File: config.mk
export PLATFORM = sky130hd
export DESIGN_NAME = ohv_pack
export DESIGN_NICKNAME = d
export VERILOG_FILES = /design/src/rtl/ohv_pkg.sv /design/src/rtl/ohv_pack.sv
export SDC_FILE = /design/constraint.sdc
export NUM_CORES = 1
export LEC_CHECK = 0
export BUFFER_PORTS_ARGS = -buffer_cell sky130_fd_sc_hd__buf_2
export CORE_UTILIZATION = 40
export DETAILED_ROUTE_END_ITERATION = 10
export PLACE_DENSITY = 0.65
export SLEW_MARGIN = 10
export SYNTH_ARGS = -nofsm -noshare
export SYNTH_HDL_FRONTEND = slang
export SYNTH_SLANG_ARGS = --single-unit
File: constraint.sdc
create_clock -name clk -period 82.8 [get_ports clk]
set_input_delay 16.56 -clock clk [delete_from_list [all_inputs] [get_ports clk]]
set_output_delay 16.56 -clock clk [all_outputs]
set_load 0.02 [all_outputs]
File: src/rtl/ohv_pkg.sv
// Shared types, codes and character helpers for the onion host validator.
// No dependencies; used by the pack, store and top-level files and the testbench.
package ohv_pkg;

  localparam int NAME_LEN  = 62;
  localparam int BODY_LEN  = 56;
  localparam int WORDS     = 5;
  localparam int WORD_BITS = 56;
  localparam int NAME_BITS = WORDS * WORD_BITS;
  localparam int POS_W     = 7;
  localparam int CNT_W     = 7;
  localparam int TALLY_W   = 16;

  localparam logic [POS_W-1:0]   POS_MAX   = 7'd127;
  localparam logic [TALLY_W-1:0] TALLY_MAX = 16'hFFFF;
  localparam logic [6:0]         CAP_RST   = 7'd64;

  localparam logic [1:0] MODE_BYTE  = 2'd0;
  localparam logic [1:0] MODE_START = 2'd1;
  localparam logic [1:0] MODE_DISC  = 2'd2;

  localparam logic [1:0] VERDICT_KEPT    = 2'd0;
  localparam logic [1:0] VERDICT_INVALID = 2'd1;
  localparam logic [1:0] VERDICT_DUP     = 2'd2;
  localparam logic [1:0] VERDICT_IGNORED = 2'd3;

  localparam logic [2:0] WORD_LAST = 3'd4;

  typedef logic [WORD_BITS-1:0] word_t;
  typedef logic [NAME_BITS-1:0] name_t;

  typedef struct packed {
    logic take;
    logic clear;
  } pack_ctl_t;

  typedef struct packed {
    logic rd_en;
    logic wr_en;
    logic first;
    logic last;
  } mem_ctl_t;

  typedef struct packed {
    logic busy;
    logic hit;
  } scan_st_t;

  // {ok, base32 symbol}
  function automatic logic [5:0] classify(input logic [7:0] c);
    logic [7:0] d;
    begin
      if (c >= 8'h61 && c <= 8'h7A) begin
        d = c - 8'h61;
        classify = {1'b1, d[4:0]};
      end else if (c >= 8'h32 && c <= 8'h37) begin
        d = c - 8'h32 + 8'd26;
        classify = {1'b1, d[4:0]};
      end else begin
        classify = 6'd0;
      end
    end
  endfunction

  // ".onion"
  function automatic logic [7:0] suffix_char(input logic [2:0] idx);
    begin
      unique case (idx)
        3'd0:    suffix_char = 8'h2E;
        3'd1:    suffix_char = 8'h6F;
        3'd2:    suffix_char = 8'h6E;
        3'd3:    suffix_char = 8'h69;
        3'd4:    suffix_char = 8'h6F;
        3'd5:    suffix_char = 8'h6E;
        default: suffix_char = 8'h00;
      endcase
    end
  endfunction

  function automatic word_t name_word(input name_t n, input logic [2:0] w);
    begin
      unique case (w)
        3'd0:    name_word = n[0*WORD_BITS +: WORD_BITS];
        3'd1:    name_word = n[1*WORD_BITS +: WORD_BITS];
        3'd2:    name_word = n[2*WORD_BITS +: WORD_BITS];
        3'd3:    name_word = n[3*WORD_BITS +: WORD_BITS];
        3'd4:    name_word = n[4*WORD_BITS +: WORD_BITS];
        default: name_word = '0;
      endcase
    end
  endfunction

endpackage

File: src/rtl/ohv_pack.sv
// Hostname assembler: byte position, running validity and base32 packing.
// Depends on ohv_pkg.
module ohv_pack (
  input  logic               clk,
  input  logic               rst_n,
  input  ohv_pkg::pack_ctl_t ctl,
  input  logic [7:0]         host_char,
  output logic [6:0]         pos,
  output logic               still_valid,
  output ohv_pkg::name_t     name
);

  logic [6:0]     pos_r, pos_nxt;
  logic           ok_r, ok_nxt;
  ohv_pkg::name_t name_r, name_nxt;
  logic [5:0]     cls;
  logic [6:0]     sfx_idx;

  assign cls     = ohv_pkg::classify(host_char);
  assign sfx_idx = pos_r - 7'(ohv_pkg::BODY_LEN);

  always_comb begin
    pos_nxt  = pos_r;
    ok_nxt   = ok_r;
    name_nxt = name_r;
    if (ctl.clear) begin
      pos_nxt = '0;
      ok_nxt  = 1'b1;
    end else if (ctl.take) begin
      if (pos_r < 7'(ohv_pkg::BODY_LEN)) begin
        name_nxt = {cls[4:0], name_r[ohv_pkg::NAME_BITS-1:5]};
        if (!cls[5]) ok_nxt = 1'b0;
      end else if (pos_r < 7'(ohv_pkg::NAME_LEN)) begin
        if (host_char != ohv_pkg::suffix_char(sfx_idx[2:0])) ok_nxt = 1'b0;
      end else begin
        ok_nxt = 1'b0;
      end
      if (pos_r != ohv_pkg::POS_MAX) pos_nxt = pos_r + 7'd1;
    end
  end

  always_ff @(posedge clk) begin
    if (!rst_n) begin
      pos_r <= '0;
      ok_r  <= 1'b1;
    end else begin
      pos_r <= pos_nxt;
      ok_r  <= ok_nxt;
    end
    name_r <= name_nxt;
  end

  assign pos         = pos_r;
  assign still_valid = ok_r;
  assign name        = name_r;

endmodule

Word level (Yosys, flattened, before mapping)
Index checks and enable logic that the tools add are counted.

storage, ports and cells
  flip-flop bits (word level) = 288
  bits of input ports = 12
  output and inout port bits = 288
  word-level logic and storage cells = 45

operators by class
  add/sub/neg operators = 5
  order comparisons = 6
  eq/ne operators = 9
  mux-type cells = 11
  bitwise operators = 2
  reductions and logical operators = 9

operators with widths
  operator               count
  $mux W8                4
  $pmux W7 S4            1
  $lt A7 B6 Y1 const B   2
  $mux W6                2
  $ge A8 B6 Y1 const B   1
  $ge A8 B7 Y1 const B   1
  $le A8 B6 Y1 const B   1
  $le A8 B7 Y1 const B   1
  $ne A8 B8 Y1           1
  $add A7 B1 Y7 const B  1
  $ne A7 B7 Y1 const B   1
  $eq A3 B2 Y1 const B   2
  $eq A3 B3 Y1 const B   2
  $reduce_and A3 Y1      2
  $reduce_or A2 Y1       3
  $add A5 B5 Y5 const B  1
  $sub A5 B1 Y5 const B  1
  $sub A5 B5 Y5 const B  1
  $mux W1                4
  $eq A3 B1 Y1 const B   1
  $logic_not A3 Y1       1
  $ne A3 B2 Y1 const B   1
  $sub A3 B1 Y3 const B  1
  $logic_and A1 B1 Y1    2
  3 further kinds        4

Depth between registers and ports, before layout
Gate-level depths: netlist of the first run.

  depth in word-level cells = 12
  mapped depth = 8
  depth with buffers taken out = 7

Least setup slack after synthesis of the first run
Ideal clock, no wire load.

  path kind = input to register
  start = in ctl[0] (netlist bit)
  end = reg name_r[0] (netlist: name[0]), enable pin
  library setup time = 1.603 ns
  arrival = 42.924 ns
  data required time = 81.197 ns
  setup slack = 38.272 ns
  stages on the path = 1
  path buffers = 0
  cell sequence = nor4_1

between the ends
  longest elaborated chain between the ends = 2

RTL lines
  item                                line            RTL
  start, declared                     ohv_pack.sv:6   input ohv_pkg::pack_ctl_t ctl,
  $not A1 Y1 (no source line)         n/a
  $reduce_and A3 Y1 (no source line)  n/a
  end signal, assigned                ohv_pack.sv:50  name_r <= name_nxt;
  end, declared                       ohv_pack.sv:15  ohv_pkg::name_t name_r, name_nxt;

No other way between the ends.
A chain may end at the register's enable or synchronous reset.

Worst setup path after layout of the first run
  start = in ctl[1] (netlist bit)
  end = reg name_r[188] (netlist: name[188]), enable pin

between the ends
  longest elaborated chain between the ends = 1

RTL lines
  item
  $reduce_and A3 Y1 (no source line)

No other way between the ends.

==> results.json, run 1 <==
{
  "hold_class": "flip-flop to flip-flop",
  "cp_slowest_cell": "buf_4",
  "slew_violations": 0,
  "rows": 55,
  "port_buffers": 299,
  "rsz0062_at_grt": "no",
  "finalPower_w": 0.000306,
  "switching_share_pct": 21.7,
  "dieArea_um2": 23700,
  "final_cell_mix": "buf_2 (299), edfxtp_1 (280), clkbuf_16 (29)",
  "core-area_um2": 22600,
  "areaGrowthSynthToFinish_pct": 29.6,
  "synthTopCellsByArea": "edfxtp_1 (91%), dfxtp_1 (1.7%), ha_1 (1.2%)",
  "status": "finished, final reports clean",
  "viasPerCell": 4.76,
  "antenna-diode-count": 0,
  "fin_crit_ps": 18920,
  "fin_skew_ps": 6.66,
  "dieHeight_um": 154,
  "synth.avg_cell_area_um2": 24.6,
  "htreeDepth": 1,
  "reg2regPathDepth": 4,
  "final_nets": 722,
  "hold_depth": 0,
  "syn_nets": 396,
  "crit_path_start_kind": "primary input",
  "critPathKind": "primary input to flip-flop",
  "synth_top_family_by_area": "simple AND/OR/NAND/NOR gates",
  "worstPathCellList": "buf_2 > inv_1 > nor4_2 > buf_12 > buf_4",
  "dp_slack_ps": 63400,
  "synthMuxAreaShare_pct": 0.326,
  "cp_slowest_stage_delay_ps": 980,
  "cp.required_ps": 82950,
  "syn_area_um2": 9220,
  "cellLeakagePower_nw": 4.55,
  "hp-start": "name[184]$_DFFE_PP_",
  "max_slew_margin_pct": 26.5,
  "synth_top_area_share_pct": 91.2,
  "path_depth": 5,
  "drive_gt1_share_pct": 48.8,
  "grt_overflow": 0,
  "peakVddDrop_uv": 16.8,
  "postRouteAntennaNets": 0,
  "fin_crit_sh_pct": 22.8,
  "drv_cap": 0,
  "r2r-start": "pos[4]$_SDFFE_PP0P_",
  "pin_count": 300,
  "synthAdderAreaFrac_pct": 1.22,
  "dr.first_iter.drc_count": 258,
  "whs_endpoint": "name[179]$_DFFE_PP_",
  "cp_top_family": "buffers and inverters",
  "grt_max_degree": 189,
  "setup_viol": 0,
  "drt_first_pass_iters": 4,
  "cts_sinks": 288,
  "ys_warn_count": 0,
  "final_common_cell": "buf_2",
  "postCtsSetupRepairBufs": 0,
  "max_freq_ghz": 0.0529,
  "powerDensity_nw_per_um2": 25.6,
  "synth_seq_cells": 288,
  "gp_congestion": 0.835,
  "worstMarginPinSlew_ps": 1100,
  "grt_pass1_wl_um": 27900,
  "cts-hold-fix-buffers": 0,
  "grt_pass1_vias": 4774,
  "clk_path_buf_depth": 3,
  "synth-compound-area-share_pct": 1.78,
  "setup_ws_ps": 63880,
  "r2r_slack_ps": 79600,
  "hpwl_um": 12000,
  "drc": 0,
  "via_count": 4795,
  "die_w_um": 154,
  "hold_viol": 0,
  "syn_inst": 375,
  "critical_path_peak_fanout": 188,
  "clkPwrFrac_pct": 39.6,
  "fin_area_um2": 11900,
  "synthSimpleGateAreaFrac_pct": 2.19,
  "yosysUniqueCellTypes": 38,
  "post-route-util_pct": 52.8,
  "wl_per_cell_um": 18.2,
  "synth_xor_xnor_area_share_pct": 0.760,
  "clk_latency_ps": 530,
  "cts_tree": "yes",
  "crit_buf_inv": 4,
  "cp.arrival_ps": 19060,
  "p_int_w": 0.000240,
  "fin_tns_setup_ps": 0,
  "p_sw_w": 0.0000663,
  "finalWirelength_um": 18400,
  "start_util_pct": 40.7,
  "end_kind": "flip-flop",
  "root_buffer": "clkbuf_16",
  "cts_buffers": 28,
  "track_usage_pct": 15.1,
  "yosys.area.top_type": "edfxtp_1",
  "clkTransAtPathRegs_ps": 60,
  "cts_resized": 0,
  "pwr-share-seq_pct": 55.1,
  "reg2reg_to": "name[188]$_DFFE_PP_",
  "place_area_um2": 11100,
  "antenna_found_initial": 0,
  "ys_seq_area_share_pct": 93.0,
  "pwr-share-comb_pct": 5.3
}
==> registers in the layout, indices dropped and copies added, names as in the netlist <==
| name | cells |
|---|---|
| name | 280 |
| still_valid | 1 |
| pos | 7 |
==> cells by family after synthesis <==
kind of cell,after synthesis
adder cells (fa/ha/maj),9
XOR/XNOR,8
flip-flops,288
AO/OA/AOI/OAI,20
multiplexers,3
AND/OR/NAND/NOR,33
buffers and inverters,14
==> worst max path at each step <==
stage / slack, ps / endpoint / from
after global routing: 63760 / name[115]$_DFFE_PP_ / ctl[1]
after global placement: 63590 / name[178]$_DFFE_PP_ / ctl[1]
after detailed placement: 63400 / name[140]$_DFFE_PP_ / ctl[1]
after floorplan: 38270 / name[0]$_DFFE_PP_ / ctl[0]
final: 63880 / name[188]$_DFFE_PP_ / ctl[1]
after CTS: 64000 / name[140]$_DFFE_PP_ / ctl[1]
==> synth_stat cells <==
library cell / count
edfxtp_1: 280
ha_1: 9
inv_1: 9
nor2_1: 9
dfxtp_1: 8
xor2_1: 5
o21ai_0: 4
a21oi_1: 3
mux2i_1: 3
nor2b_1: 3
nor3_1: 3
o22ai_1: 3
xnor2_1: 3
a21o_2: 2
buf_6: 2
nand2_1: 2
nand4_1: 2
nor3b_1: 2
nor4_1: 2
nor4b_1: 2
o211ai_1: 2
a211oi_1: 1
a311o_1: 1
a41oi_1: 1
a41oi_2: 1
and3_1: 1
and3_2: 1
and3b_1: 1
buf_1: 1
buf_2: 1
clkbuf_2: 1
nand2_2: 1
nand2b_1: 1
nand3_2: 1
nor2_4: 1
nor3b_2: 1
o2111ai_1: 1
o311ai_4: 1
==> power groups by stage <==
stage | logic, W | registers, W | clock network (W)
2_1_floorplan | 0.00000354 | 0.000183 | 0
4_1_cts | 0.0000162 | 0.000169 | 0.000124
3_3_place_gp | 0.0000161 | 0.000171 | 0
6_report | 0.0000161 | 0.000169 | 0.000121
3_5_place_dp | 0.0000162 | 0.000172 | 0
5_1_grt | 0.0000171 | 0.000169 | 0.000130
==> per-layer routing <==
metal | GRT usage, % | wire length (um) | part of all wire, % | vias up
met5 | 0 | 0 | 0 | -
met4 | 4.62 | 424 | 2.3 | 0
met3 | 6.20 | 1970 | 11 | 29
met2 | 23.6 | 8340 | 45 | 254
met1 | 19.2 | 7620 | 42 | 2369
li1 | - | - | - | 2143
==> per-stage QoR <==
stage                     cells  hold slack (ps)
after floorplan             375              589
after global placement      956              426
after detailed placement    956              428
after CTS                  1007              444
after global routing       1007              454
final                      1007              443
==> cell type report <==
class | instances | area [um2]
multi-input cells | 73 | 584
inverters | 9 | 33.8
flip-flops and latches | 288 | 8570
repair buffers | 301 | 1520
well taps | 285 | 357
fillers | 1738 | 10700
clock buffers | 31 | 733
clock inverters | 20 | 148
Power figures use the tool's default switching activity.
==> run 2, diff against run 1 <==
==> constraint.sdc (replaced) <==
create_clock -name clk -period 19.6 [get_ports clk]
set_input_delay 3.92 -clock clk [delete_from_list [all_inputs] [get_ports clk]]
set_output_delay 3.92 -clock clk [all_outputs]
set_load 0.02 [all_outputs]
==> run 2 against run 1 <==
  * Combinational power grew to 4.3 times the previous value
  * Core utilization rose by 0.19 points
  * Sequential cell count is the same
  * Clock skew is 5.1 ps higher
  * Cell area rose by 0.36%
  * Wire length grew 1.5%
  * Clock-buffer cell count grew 3
  * Register-to-register slack got worse by 63000 ps
  * Final cell count rose by 0.40%
==> results.json, run 2 (synthesis gave the netlist of run 1 again) <==
{
  "fin_skew_ps": 11.7,
  "grt_pass1_vias": 4838,
  "core-area_um2": 22600,
  "fin_tns_setup_ps": 0,
  "final_common_cell": "buf_2",
  "post-route-util_pct": 53.0,
  "slew_violations": 0,
  "multi_input_area_um2": 593,
  "drv_cap": 0,
  "hold_viol": 0,
  "start_util_pct": 40.7,
  "gp_congestion": 0.877,
  "dr.first_iter.drc_count": 254,
  "powerDensity_nw_per_um2": 109,
  "end_kind": "flip-flop",
  "dieArea_um2": 23700,
  "track_usage_pct": 15.3,
  "max_freq_ghz": 0.169,
  "drt_first_pass_iters": 4,
  "via_count": 4902,
  "fin_crit_sh_pct": 30.1,
  "cp_slowest_stage_delay_ps": 900,
  "seq_area_um2": 8570,
  "wl_per_cell_um": 18.4,
  "postRouteAntennaNets": 0,
  "setup_viol": 0,
  "postCtsSetupRepairBufs": 0,
  "cts_buffers": 29,
  "dieHeight_um": 154,
  "critPathKind": "primary input to flip-flop",
  "rows": 55,
  "fin_hold_ws_ps": 441,
  "pin_count": 300,
  "cts-hold-fix-buffers": 0,
  "cp.arrival_ps": 6050,
  "cellLeakagePower_nw": 4.57,
  "cts_sinks": 288,
  "antenna_found_initial": 0,
  "hold_class": "flip-flop to flip-flop",
  "grt_max_degree": 89,
  "grt_pass1_wl_um": 28400,
  "finalWirelength_um": 18600,
  "port_buffers": 299,
  "drive_gt1_share_pct": 48.8,
  "cts_resized": 0,
  "die_w_um": 154,
  "place_inst": 958,
  "status": "finished, final reports clean",
  "critical_path_peak_fanout": 88,
  "root_buffer": "clkbuf_16",
  "htreeDepth": 1,
  "crit_path_start_kind": "primary input",
  "areaGrowthSynthToFinish_pct": 30.1,
  "largest_reg_flops": 280,
  "clkTransAtPathRegs_ps": 60,
  "grt_overflow": 0,
  "hpwl_um": 12500,
  "clk_path_buf_depth": 3,
  "antenna-diode-count": 0,
  "viasPerCell": 4.85,
  "cp.required_ps": 19740,
  "worstMarginPinSlew_ps": 1090,
  "finalPower_w": 0.00131,
  "clk_latency_ps": 520,
  "fin_crit_ps": 5910,
  "drc": 0,
  "cp_slowest_cell": "buf_4",
  "worstPathCellList": "buf_2 > inv_1 > nor4_4 > buf_4 > buf_4",
  "fin_cells": 1011,
  "cts_tree": "yes",
  "fillers": 1756,
  "max_slew_margin_pct": 27.5,
  "peakVddDrop_uv": 67.2,
  "final_cell_mix": "buf_2 (299), edfxtp_1 (280), clkbuf_16 (29)",
  "final_nets": 725,
  "cpMostUsedCell": "buf_4",
  "rsz0062_at_grt": "no"
}
-- run 2: changes by cell type in the layout (fill, tap and decap cells not counted) --
cell / before / now
clkinvlp_4: 0 / 1
buf_4: 1 / 4
clkbuf_1: 2 / 5
bufinv_16: 2 / 3
clkinv_2: 8 / 7
buf_12: 1 / 0
nor4_4: 0 / 1
nor4_2: 1 / 0
clkinv_1: 8 / 7
clkinv_4: 2 / 1
-- run 2: final cells by class --
type	count	area share, %
Sequential cell	288	71.5
Timing Repair Buffer	303	12.7
Clock inverter	19	1.40
Multi-Input combinational cell	73	4.95
Clock buffer	34	6.21
Inverter	9	0.282
Tap cell	285	2.97
-- run 2: per-stage QoR --
step	setup WS, ps	instance area [um2]
5_1_grt	13530	12000
3_5_place_dp	13150	11100
4_1_cts	13720	12000
2_1_floorplan	6200	9230
6_report	13690	12000
3_3_place_gp	13300	11100
-- run 2: critical path: cells and delay by family --
family	cells	cell delay (ps)
buf+inv	4	1720
simple gates	1	290
-- run 2: routing by layer --
layer	track usage, %	up-vias	share of wire (%)
met2	24.2	291	46
met3	5.64	26	11
met1	20.2	2440	41
met4	3.62	0	1.7
met5	0	-	0
li1	-	2145	-
-- run 2: report_power, final --
group	internal [W]	total, W	leakage, nW	switching [W]
clock	0.000310	0.000525	0.448	0.000216
combinational	0.0000179	0.0000688	1.44	0.0000509
sequential	0.000701	0.000713	2.68	0.0000119
total	0.00103	0.00131	4.57	0.000278
-- run 2: worst paths after layout --
path | from | endpoint | slack [ps] | cells past startpoint
worst max-delay path | ctl[1] | name[57]$_DFFE_PP_ | 13690 | 5
worst min-delay path | name[83]$_DFFE_PP_ | name[78]$_DFFE_PP_ | 440 | 0
worst max register to register | pos[3]$_SDFFE_PP0P_ | name[57]$_DFFE_PP_ | 16780 | 4
worst min register to register | name[83]$_DFFE_PP_ | name[78]$_DFFE_PP_ | 440 | 0
